[src/rtl/pbvc_ram.sv]
module pbvc_ram #(
    parameter int WIDTH = 8,
    parameter int DEPTH = 16
) (
    input  logic                                         clk,
    input  logic                                         we,
    input  logic [((DEPTH > 1) ? $clog2(DEPTH) : 1)-1:0] waddr,
    input  logic [WIDTH-1:0]                             wdata,
    input  logic [((DEPTH > 1) ? $clog2(DEPTH) : 1)-1:0] raddr,
    output logic [WIDTH-1:0]                             rdata
);

    logic [WIDTH-1:0] mem [DEPTH];

    always_ff @(posedge clk)
    begin
        if (we)
        begin
            mem[waddr] <= wdata;
        end
        rdata <= mem[raddr];
    end

endmodule

[config.mk]
export PLATFORM = sky130hd
export DESIGN_NAME = pbvc_ram
export DESIGN_NICKNAME = d
export VERILOG_FILES = /design/src/rtl/pbvc_ram.sv
export SDC_FILE = /design/constraint.sdc
export NUM_CORES = 1
export LEC_CHECK = 0
export ABC_AREA = 1
export BUFFER_PORTS_ARGS = -buffer_cell sky130_fd_sc_hd__clkbuf_2
export CAP_MARGIN = 10
export CORE_ASPECT_RATIO = 0.6
export CORE_MARGIN = 10
export CORE_UTILIZATION = 55
export DETAILED_ROUTE_END_ITERATION = 7
export HOLD_SLACK_MARGIN = 0.02
export PLACE_DENSITY_LB_ADDON = 0.05
export SKIP_CTS_REPAIR_TIMING = 1
export SLEW_MARGIN = 20
export SYNTH_ARGS = -nofsm -noshare
export SYNTH_HDL_FRONTEND = slang
export SYNTH_SLANG_ARGS = --single-unit
export TNS_END_PERCENT = 10
[constraint.sdc]
create_clock -name clk -period 1.6 [get_ports clk]
set_clock_uncertainty 0.15 [all_clocks]
set_input_delay 0.24 -clock clk [delete_from_list [all_inputs] [get_ports clk]]
set_output_delay 0.24 -clock clk [all_outputs]
set_load 0.01 [all_outputs]
==> results of run 1 <==
metal layers:
metal | routed length, um | GRT usage | up-vias
met5 | 0 | 0 | -
met4 | 103 | 0.06485 | 0
met3 | 1155 | 0.04903 | 10
met2 | 5754 | 0.2567 | 171
met1 | 6458 | 0.2659 | 1813
li1 | - | - | 1866
state kept, by name, summed over array words and instances (netlist names):
name and cells:
mem 128, rdata 8
cell families (layout without fill, tap and decap cells):
logic type | after synthesis | in the layout | synth area share
flip-flops | 136 | 136 | 0.6943
buffers and inverters | 126 | 185 | 0.09525
AND/OR/NAND/NOR | 289 | 289 | 0.2105
worst max-delay path by stage:
stage                     start              endpoint  slack, ns  depth (start not counted)
2_1_floorplan          waddr[2]  mem[10][0]$_DFFE_PP_       0.26                          2
3_3_place_gp           raddr[0]      rdata[6]$_DFF_P_       0.18                          8
3_5_place_dp           raddr[0]      rdata[6]$_DFF_P_       0.15                          8
4_1_cts        rdata[0]$_DFF_P_              rdata[0]       0.26                          1
5_1_grt        rdata[0]$_DFF_P_              rdata[0]       0.26                          1
6_report       rdata[0]$_DFF_P_              rdata[0]       0.29                          1
per-stage QoR:
step                setup slack [ns]  std cells  utilization
floorplan                     0.2592        551            -
global placement              0.1789        713       0.6094
detailed placement            0.1484        713       0.6094
CTS                           0.2556        745       0.6701
global route                  0.2564        745       0.6701
finish                        0.2855        745       0.6701
cell usage after synthesis:
library cell / instances / share of area
buf_4: 4 / 0.0052
buf_6: 6 / 0.012
buf_2: 13 / 0.011
edfxtp_1: 128 / 0.67
inv_2: 2 / 0.0013
nand3b_1: 2 / 0.0026
nand2_1: 173 / 0.11
dfxtp_1: 8 / 0.028
nand3_1: 97 / 0.084
buf_1: 1 / 0.00065
inv_1: 100 / 0.065
nor2_1: 17 / 0.011
report_power, final:
| part | switching, W | internal [W] |
|---|---|---|
| clock | 0.00144 | 0.00258 |
| sequential | 0.0000266 | 0.00398 |
| combinational | 0.000349 | 0.000156 |
final cells by class:
type	instances	area [sq um]
Clock buffer	18	429.2
Clock inverter	14	181.4
Fill cell	787	3317
Inverter	102	382.9
Multi-Input combinational cell	289	1214
Sequential cell	136	4004
Tap cell	135	168.9
Timing Repair Buffer	51	357.8
==> qor.csv, run 1 <==
stage,metric,value,unit
worst_setup_path,WS Path Type,reg -> out,
floorplan,total die area,0.01512,sq mm
worst_setup_path,"slowest stage delay, CP",0.36,ns
placement,port buffer count,25,
timing,relative slew slack,0.7038,
layout,final non-filler cell area,0.006738,sq mm
pwr,Power Density,1267,mW/mm^2
clocking,CTS Buf Count,17,
timing,Fin Setup TNS,0,ns
logic_synthesis,Synth Warn #,0,
floorplan,die width,152.2,um
worst_setup_path,worst path bufs/invs,1,
timing,Worst Max-Slew Pin Slew,0.4444,ns
detailed_routing,DRC Markers,0,
layout,ANT cells,0,
floorplan,core region area,0.01005,sq mm
hold_path,WHS Path Cells,3,
detailed_routing,initial DRC count,454,
worst_setup_path,"Max FO, Critical Path",1,
job,Max Cap Violations,0,
hold_path,Hold Crit Endpoint,rdata[7]$_DFF_P_,
grt,vias in the first global route,3709,
hold_path,min-delay src,raddr[3],
logic_synthesis,Netlist cell types,12,
detailed_routing,Vias,3860,
worst_setup_path,"Critical Path, Cell by Cell",clkbuf_2,
logic_synthesis,post-synthesis register bit count,136,
worst_setup_path,Reg-to-Reg Start,mem[12][5]$_DFFE_PP_,
placement,"Cell Area, Placed",0.006127,sq mm
timing,RSZ-0062 raised after global routing,false,
placement,RePlAce Congestion,0.8201,
worst_setup_path,capture point of the worst reg-to-reg path,rdata[5]$_DFF_P_,
detailed_routing,Detailed Route WL,13470,um
clocking,clock insertion delay at the later pin of the skew report,0.41,ns
floorplan,Initial Utilization,0.5735,
layout,nets,615,
pwr,cell leakage power,2.946,nW
timing,Final Cycle Share,0.8216,
clocking,Worst-path clk slew,0.06,ns
grt,first-pass GRT wire length,21170,um
detailed_routing,DRT antenna net count,0,
timing,final hold violation count,0,
layout,area delta synth->final,16.84,%
detailed_routing,DR WL/cell,18.08,um
run_status,status,completed,
logic_synthesis,syn nets,569,
worst_setup_path,CP top delay family,flip-flops,
floorplan,cell row count,28,
worst_setup_path,"Slowest-stage cell, CP",dfxtp_1,
detailed_routing,vias per cell,5.181,
grt,GRT Overall Usage,0.1829,
layout,"commonest non-fill, non-tap cell in the layout",nand2_1,
hold_path,Hold WC Path Type,in -> reg,
worst_setup_path,CP endpoint kind,primary output,
worst_setup_path,CP Launch Type,register,
floorplan,Top Ports,26,
floorplan,DIE HEIGHT,99.32,um
pwr,total power,0.008539,W
timing,worst hold margin,0.1237,ns
layout,layout cells sized above 1,0.1311,
logic_synthesis,Netlist Area Pre-Place,0.005767,sq mm
detailed_routing,Pre-Repair DR Iteration Count,5,
placement,post-DP HPWL,8371,um
clocking,clock sink count,136,
clocking,Clock H-tree levels,4,
timing,minimum clock period after layout,1.315,ns
timing,Setup-failing EPs final,0,
grt,initial antenna violation count,0,
clocking,root buffer cell,clkbuf_16,
grt,gr ovfl total,0,
logic_synthesis,Mapped Cells,551,
worst_setup_path,"setup slack, reg-to-reg",0.46,ns
layout,most frequent cells in the layout,"nand2_1 (173), edfxtp_1 (128), inv_1 (100)",
clocking,CTS tree,built,
worst_setup_path,Reg2Reg Depth,6,
worst_setup_path,WP data required,1.21,ns
logic_synthesis,mean post-synth cell area,10.47,sq um
clocking,clock buffer depth,2,
grt,largest net degree at the start of global routing,65,
timing,Max Freq,760.7,MHz
timing,Final Max Slew Viols,0,
pwr,maximum vdd drop,823.6,uV
logic_synthesis,"Seq/Total Area, Yosys",0.6943,
worst_setup_path,Worst EP arrival,0.92,ns
(Power assumes the default switching activity.)
==> inputs of run 2 (changes only) <==
- clock period: 1.6 -> 1.25 ns (I/O delays scaled with it)
==> qor.csv, run 2 (synthesized netlist as in run 1, its figures left out) <==
stage,metric,value,unit,change
pwr,cell leakage power,3.010,nW,was 2.946 nW
detailed_routing,vias per cell,5.181,,about the same
placement,"Cell Area, Placed",0.006205,sq mm,was 0.006127 sq mm
clocking,CTS tree,built,,unchanged
floorplan,total die area,0.01512,sq mm,unchanged
pwr,maximum vdd drop,1453,uV,was 823.6 uV
pwr,Comb pwr share,0.062,,was 0.059
grt,vias in the first global route,3786,,"was 3,709"
clocking,clock buffer depth,2,,unchanged
worst_setup_path,CP top delay family,flip-flops,,unchanged
hold_path,Hold Crit Endpoint,rdata[7]$_DFF_P_,,unchanged
pwr,Switch Pwr,0.002347,W,was 0.001815 W
worst_setup_path,WP data required,0.91,ns,was 1.21 ns
clocking,Worst-path clk slew,0.06,ns,about the same
layout,"commonest non-fill, non-tap cell in the layout",nand2_1,,unchanged
grt,first-pass GRT wire length,21270,um,"was 21,170 um"
floorplan,core region area,0.01005,sq mm,unchanged
pwr,Flop pwr share,0.468,,was 0.470
clocking,CTS Buf Count,17,,unchanged
layout,area delta synth->final,18.42,%,was 16.84%
floorplan,Initial Utilization,0.5735,,unchanged
hold_path,WHS Path Cells,4,,was 3
detailed_routing,DR WL/cell,18.05,um,was 18.08 um
clocking,root buffer cell,clkbuf_16,,unchanged
grt,largest net degree at the start of global routing,37,,was 65
layout,Layout Cells excl Fill,752,,was 745
pwr,Power Density,1608,mW/mm^2,was 1267 mW/mm^2
pwr,Clk pwr share,0.470,,was 0.471
worst_setup_path,"Slowest-stage cell, CP",dfxtp_1,,unchanged
worst_setup_path,"setup slack, reg-to-reg",0.11,ns,was 0.46 ns
detailed_routing,initial DRC count,402,,was 454
timing,minimum clock period after layout,1.235,ns,
placement,RePlAce Congestion,0.8278,,was 0.8201
pwr,internal power,0.008631,W,was 0.006724 W
layout,most frequent cells in the layout,"nand2_1 (173), edfxtp_1 (128), inv_1 (100)",,unchanged
placement,post-DP HPWL,8786,um,was 8371 um
timing,Final Max Slew Viols,0,,unchanged
detailed_routing,DRC Markers,0,,unchanged
worst_setup_path,WS Path Type,reg -> out,,unchanged
worst_setup_path,CP Launch Type,register,,unchanged
clocking,clock insertion delay at the later pin of the skew report,0.41,ns,about the same
timing,Worst Max-Slew Pin Slew,0.4239,ns,was 0.4444 ns
floorplan,cell row count,28,,unchanged
detailed_routing,Pre-Repair DR Iteration Count,5,,unchanged
timing,Fin Setup TNS,0,ns,unchanged
worst_setup_path,"Critical Path, Cell by Cell",buf_6,,was clkbuf_2
pwr,Switching Share,0.2138,,was 0.2126
timing,Setup-failing EPs final,0,,unchanged
worst_setup_path,"Max FO, Critical Path",1,,unchanged
layout,multi-input logic area,0.001214,sq mm,unchanged
placement,port buffer count,25,,unchanged
layout,Biggest register,mem,,unchanged
layout,sequential cell area,0.004006,sq mm,was 0.004004 sq mm
grt,GRT Overall Usage,0.1812,,was 0.1829
timing,Final Cycle Share,0.9878,,
layout,layout cells sized above 1,0.1475,,was 0.1311
worst_setup_path,CP endpoint kind,primary output,,unchanged
worst_setup_path,Worst EP arrival,0.90,ns,was 0.92 ns
detailed_routing,DRT antenna net count,0,,unchanged
grt,gr ovfl total,0,,unchanged
clocking,Clock H-tree levels,4,,unchanged
worst_setup_path,capture point of the worst reg-to-reg path,rdata[0]$_DFF_P_,,was rdata[5]$_DFF_P_
worst_setup_path,Reg2Reg Depth,6,,unchanged
hold_path,min-delay src,raddr[3],,unchanged
timing,RSZ-0062 raised after global routing,true,,was false
placement,dpl cells,720,,was 713
worst_setup_path,Reg-to-Reg Start,mem[12][0]$_DFFE_PP_,,was mem[12][5]$_DFFE_PP_
worst_setup_path,worst path bufs/invs,1,,unchanged
layout,nets,622,,was 615
layout,final non-filler cell area,0.006829,sq mm,was 0.006738 sq mm
floorplan,DIE HEIGHT,99.32,um,unchanged
job,Max Cap Violations,0,,unchanged
floorplan,Top Ports,26,,unchanged
detailed_routing,Detailed Route WL,13570,um,"was 13,470 um"
layout,# fillers,742,,was 787
layout,Top Registers,"mem x128, rdata x8",,unchanged
detailed_routing,Vias,3896,,"was 3,860"
grt,initial antenna violation count,0,,unchanged
floorplan,die width,152.2,um,unchanged
layout,ANT cells,0,,unchanged
timing,final hold violation count,0,,unchanged
layout,max FFs per register,128,,unchanged
worst_setup_path,"slowest stage delay, CP",0.36,ns,about the same
run_status,status,completed,,unchanged
clocking,clock sink count,136,,unchanged
hold_path,Hold WC Path Type,in -> reg,,unchanged
timing,relative slew slack,0.7174,,was 0.7038
timing,Max Freq,809.8,MHz,
run 2: worst max path at each step:
stage | from | endpoint | depth (start not counted)
after global routing | rdata[6]$_DFF_P_ | rdata[6] | 1
after detailed placement | raddr[0] | rdata[1]$_DFF_P_ | 8
after global placement | raddr[0] | rdata[6]$_DFF_P_ | 8
after CTS | rdata[0]$_DFF_P_ | rdata[0] | 1
final | rdata[6]$_DFF_P_ | rdata[6] | 1
after floorplan | waddr[3] | mem[4][0]$_DFFE_PP_ | 2
run 2: layer usage:
| metal | part of all wire | routed length, um | global-route usage | vias up |
|---|---|---|---|---|
| met1 | 0.46 | 6278 | 0.2509 | 1861 |
| met4 | 0.0055 | 74 | 0.05306 | 0 |
| met2 | 0.45 | 6091 | 0.2703 | 153 |
| met3 | 0.083 | 1128 | 0.05376 | 5 |
| met5 | 0 | 0 | 0 | - |
| li1 | - | - | - | 1877 |
run 2: area by class of cell:
type | count | share of cell area
Timing Repair Buffer | 58 | 0.06559
Multi-Input combinational cell | 289 | 0.1777
Tap cell | 135 | 0.02473
Inverter | 102 | 0.05606
Sequential cell | 136 | 0.5867
Clock buffer | 17 | 0.06229
Clock inverter | 15 | 0.02693
run 2: through the flow:
step / setup WS, ns / utilization / hold slack, ns / power (W)
after floorplan: -0.03834 / - / 0.1364 / 0.005592
after global routing: -0.001789 / 0.6792 / 0.08858 / 0.01131
final: 0.01520 / 0.6792 / 0.07412 / 0.01098
after global placement: -0.1144 / 0.6171 / 0.4402 / 0.005883
after CTS: -0.04690 / 0.6777 / 0.06256 / 0.01101
after detailed placement: -0.1340 / 0.6171 / 0.4331 / 0.005896
run 2: power groups by stage:
stage / combinational [W] / clock [W] / sequential, W
floorplan: 0.000360 / 0 / 0.00523
detailed placement: 0.000667 / 0 / 0.00523
CTS: 0.000672 / 0.00520 / 0.00513
finish: 0.000679 / 0.00516 / 0.00514
global placement: 0.000656 / 0 / 0.00523
global route: 0.000752 / 0.00542 / 0.00514
run 2: tightest hold or removal path, cell delays in order:
cell	delay [ns]
clkbuf_2	0.10
buf_4	0.17
nand3_1	0.09
nand2_1	0.06
==> inputs of run 3 (changes only) <==
- ABC_AREA: 1 -> 0
==> qor.csv, run 3 <==
stage,metric,value,unit,change
run_status,status,"finished, violations left",,was completed
run_status,failing checks,setup timing,,
grt,initial antenna violation count,0,,unchanged
floorplan,Top Ports,26,,unchanged
detailed_routing,Vias,2558,,"was 3,896"
timing,Final Max Slew Viols,0,,unchanged
logic_synthesis,cell accounting for the most synthesized area,edfxtp_1,,unchanged
layout,"commonest non-fill, non-tap cell in the layout",edfxtp_1,,was nand2_1
clocking,CTS tree,built,,unchanged
logic_synthesis,Netlist Area Pre-Place,0.005147,sq mm,was 0.005767 sq mm
clocking,clock buffer depth,2,,unchanged
clocking,Clock H-tree levels,4,,unchanged
detailed_routing,DRC Markers,0,,unchanged
layout,nets,321,,was 622
grt,GRT Overall Usage,0.1643,,was 0.1812
worst_setup_path,"Critical Path, Cell by Cell",mux4_2 -> a22oi_2 -> nand2_1,,was buf_6
timing,worst hold margin,0.05168,ns,was 0.07412 ns
logic_synthesis,largest cells by area after synthesis,"edfxtp_1 (75%), mux4_2 (7.9%), mux4_1 (7.1%)",,"was edfxtp_1 (67%), nand2_1 (11%), nand3_1 (8.4%)"
logic_synthesis,cell with the most instances after synthesis,edfxtp_1,,was nand2_1
logic_synthesis,"Top FF cell, synth",edfxtp_1,,unchanged
worst_setup_path,WP data required,1.40,ns,was 0.91 ns
worst_setup_path,Crit. Startpoint,mem[3][1]$_DFFE_PP_,,was rdata[6]$_DFF_P_
pwr,maximum vdd drop,1031,uV,was 1453 uV
timing,RSZ-0062 raised after global routing,true,,unchanged
timing,worst setup margin,-0.1579,ns,was 0.01520 ns
detailed_routing,Detailed Route WL,10540,um,"was 13,570 um"
placement,RePlAce Congestion,0.7851,,was 0.8278
detailed_routing,DRT antenna net count,0,,unchanged
logic_synthesis,"Seq/Total Area, Yosys",0.7778,,was 0.6943
floorplan,cell row count,27,,was 28
grt,met3 GRT Util,0.04561,,was 0.05376
logic_synthesis,Mapped Cells,229,,was 551
worst_setup_path,CP endpoint kind,register,,was primary output
hold_path,min-delay src,wdata[2],,was raddr[3]
grt,largest net degree at the start of global routing,18,,was 37
clocking,Worst-path clk slew,0.06,ns,about the same
layout,multi-input logic area,0.001109,sq mm,was 0.001214 sq mm
layout,area delta synth->final,24.79,%,was 18.42%
logic_synthesis,mean post-synth cell area,22.48,sq um,was 10.47 sq um
logic_synthesis,Netlist cell types,19,,was 12
grt,first-pass GRT wire length,15800,um,"was 21,270 um"
timing,Final Cycle Share,1.126,,was 0.9878
detailed_routing,initial DRC count,192,,was 402
logic_synthesis,"EDFF count, synth",128,,unchanged
worst_setup_path,Reg-to-Reg Start,mem[3][1]$_DFFE_PP_,,was mem[12][0]$_DFFE_PP_
grt,routing usage on met1,0.2329,,was 0.2509
worst_setup_path,"Max FO, Critical Path",1,,unchanged
timing,Worst Max-Slew Pin Slew,1.035,ns,was 0.4239 ns
placement,setup slack at placement,-0.4914,ns,was -0.1340 ns
detailed_routing,Pre-Repair DR Iteration Count,6,,was 5
clocking,clock sink count,136,,unchanged
timing,Max Freq,710.3,MHz,was 809.8 MHz
clocking,root buffer cell,clkbuf_16,,unchanged
hold_path,Hold WC Path Type,in -> reg,,unchanged
logic_synthesis,Yosys top cell area share,0.7467,,was 0.6665
floorplan,DIE HEIGHT,94.94,um,was 99.32 um
grt,met2 Resource Use GR,0.2325,,was 0.2703
clocking,clock insertion delay at the later pin of the skew report,0.41,ns,about the same
floorplan,Initial Utilization,0.5623,,was 0.5735
timing,minimum clock period after layout,1.408,ns,was 1.235 ns
grt,gr ovfl total,0,,unchanged
layout,Top Registers,"mem x128, rdata x8",,unchanged
pwr,cell leakage power,2.196,nW,was 3.010 nW
logic_synthesis,post-synthesis register bit count,136,,unchanged
placement,port buffer count,25,,unchanged
logic_synthesis,ys async rst share,0,,unchanged
timing,Setup-failing EPs final,9,,was 0
worst_setup_path,"slowest stage delay, CP",0.49,ns,was 0.36 ns
placement,post-DP HPWL,6993,um,was 8786 um
layout,Biggest register,mem,,unchanged
pwr,Power Density,1688,mW/mm^2,was 1608 mW/mm^2
detailed_routing,DR WL/cell,23.64,um,was 18.05 um
grt,most used routing layer,met1,,was met2
layout,# fillers,572,,was 742
timing,relative slew slack,0.3088,,was 0.7174
worst_setup_path,WS Path Type,reg -> reg,,was reg -> out
layout,sequential cell area,0.004006,sq mm,unchanged
layout,max FFs per register,128,,unchanged
logic_synthesis,Synth Warn #,0,,unchanged
layout,ANT cells,0,,unchanged
layout,most frequent cells in the layout,"edfxtp_1 (128), buf_4 (32), mux4_2 (30)",,"was nand2_1 (173), edfxtp_1 (128), inv_1 (100)"
floorplan,core region area,0.009155,sq mm,was 0.01005 sq mm
floorplan,total die area,0.01376,sq mm,was 0.01512 sq mm
grt,vias in the first global route,2626,,"was 3,786"
layout,layout cells sized above 1,0.4620,,was 0.1475
logic_synthesis,syn nets,247,,was 569
clocking,CTS Buf Count,17,,unchanged
worst_setup_path,CP Launch Type,register,,unchanged
worst_setup_path,Worst EP arrival,1.55,ns,was 0.90 ns
worst_setup_path,"Slowest-stage cell, CP",mux4_2,,was dfxtp_1
timing,final hold violation count,0,,unchanged
detailed_routing,vias per cell,5.735,,was 5.181
floorplan,die width,144.9,um,was 152.2 um
logic_synthesis,synth cell count leaders,"edfxtp_1 (128), mux4_2 (18), a22oi_1 (16)",,"was nand2_1 (173), edfxtp_1 (128), inv_1 (100)"
job,Max Cap Violations,0,,unchanged
==> run 3: cell types whose count changed in the layout (fill, tap and decap cells not counted), sizes merged, moves of 4 or more <==
cell	previous run	this run
clkbuf	38	48
nand3	97	1
buf	37	42
a22oi	0	16
mux4	0	32
nor2	17	13
nor3	0	4
clkinv	9	2
nand2	173	9
inv	102	0
==> run 3: metal layers <==
metal	wire (um)	vias to the layer above
met5	0	-
met4	133	0
met3	653	12
met2	4712	80
met1	5042	1355
li1	-	1111
==> run 3: worst paths after layout <==
check                         to  slack [ns]  depth (start not counted)
min          mem[9][2]$_DFFE_PP_        0.05                          1
min reg2reg     rdata[3]$_DFF_P_        0.53                          3
max reg2reg     rdata[1]$_DFF_P_       -0.16                          3
max             rdata[1]$_DFF_P_       -0.16                          3
==> run 3: cells by family (layout without fill, tap and decap cells) <==
kind of cell / after synthesis / after routing / synth area share
buf+inv: 10 / 97 / 0.01677
flops: 136 / 136 / 0.7778
mux: 32 / 32 / 0.1502
compound gates: 16 / 16 / 0.02334
simple gates: 35 / 35 / 0.03184
==> run 3: metrics by stage <==
stage               cells    util  setup TNS, ns  cell area [sq um]  power [W]
floorplan             229       -         -10.15               5161   0.005504
global route          446  0.7017         -1.431               6424    0.01117
CTS                   446  0.6961         -1.510               6372    0.01090
global placement      414  0.6283         -29.52               5752   0.005779
detailed placement    414  0.6283         -30.01               5752   0.005786
finish                446  0.7017         -1.035               6424    0.01084
==> run 3: critical path: cells and delay by family (launching register included) <==
family             cells  cell delay, ns
muxes                  1            0.49
DFF                    1            0.40
and+or+nand+nor        1            0.07
AOI/OAI and AO/OA      1            0.18
==> run 3: report_power, final <==
part           total, W  internal, W  switching (W)  leakage, nW
sequential      0.00514      0.00510      0.0000328         1.22
combinational  0.000585     0.000270       0.000315        0.672
clock           0.00512      0.00340        0.00173        0.299
total            0.0108      0.00877        0.00207         2.20
==> run 3: layout make-up <==
| type | count | share of cell area |
|---|---|---|
| Clock inverter | 7 | 0.01792 |
| Multi-Input combinational cell | 83 | 0.1726 |
| Sequential cell | 136 | 0.6237 |
| Tap cell | 130 | 0.02532 |
| Timing Repair Buffer | 65 | 0.08181 |
| Clock buffer | 25 | 0.07869 |
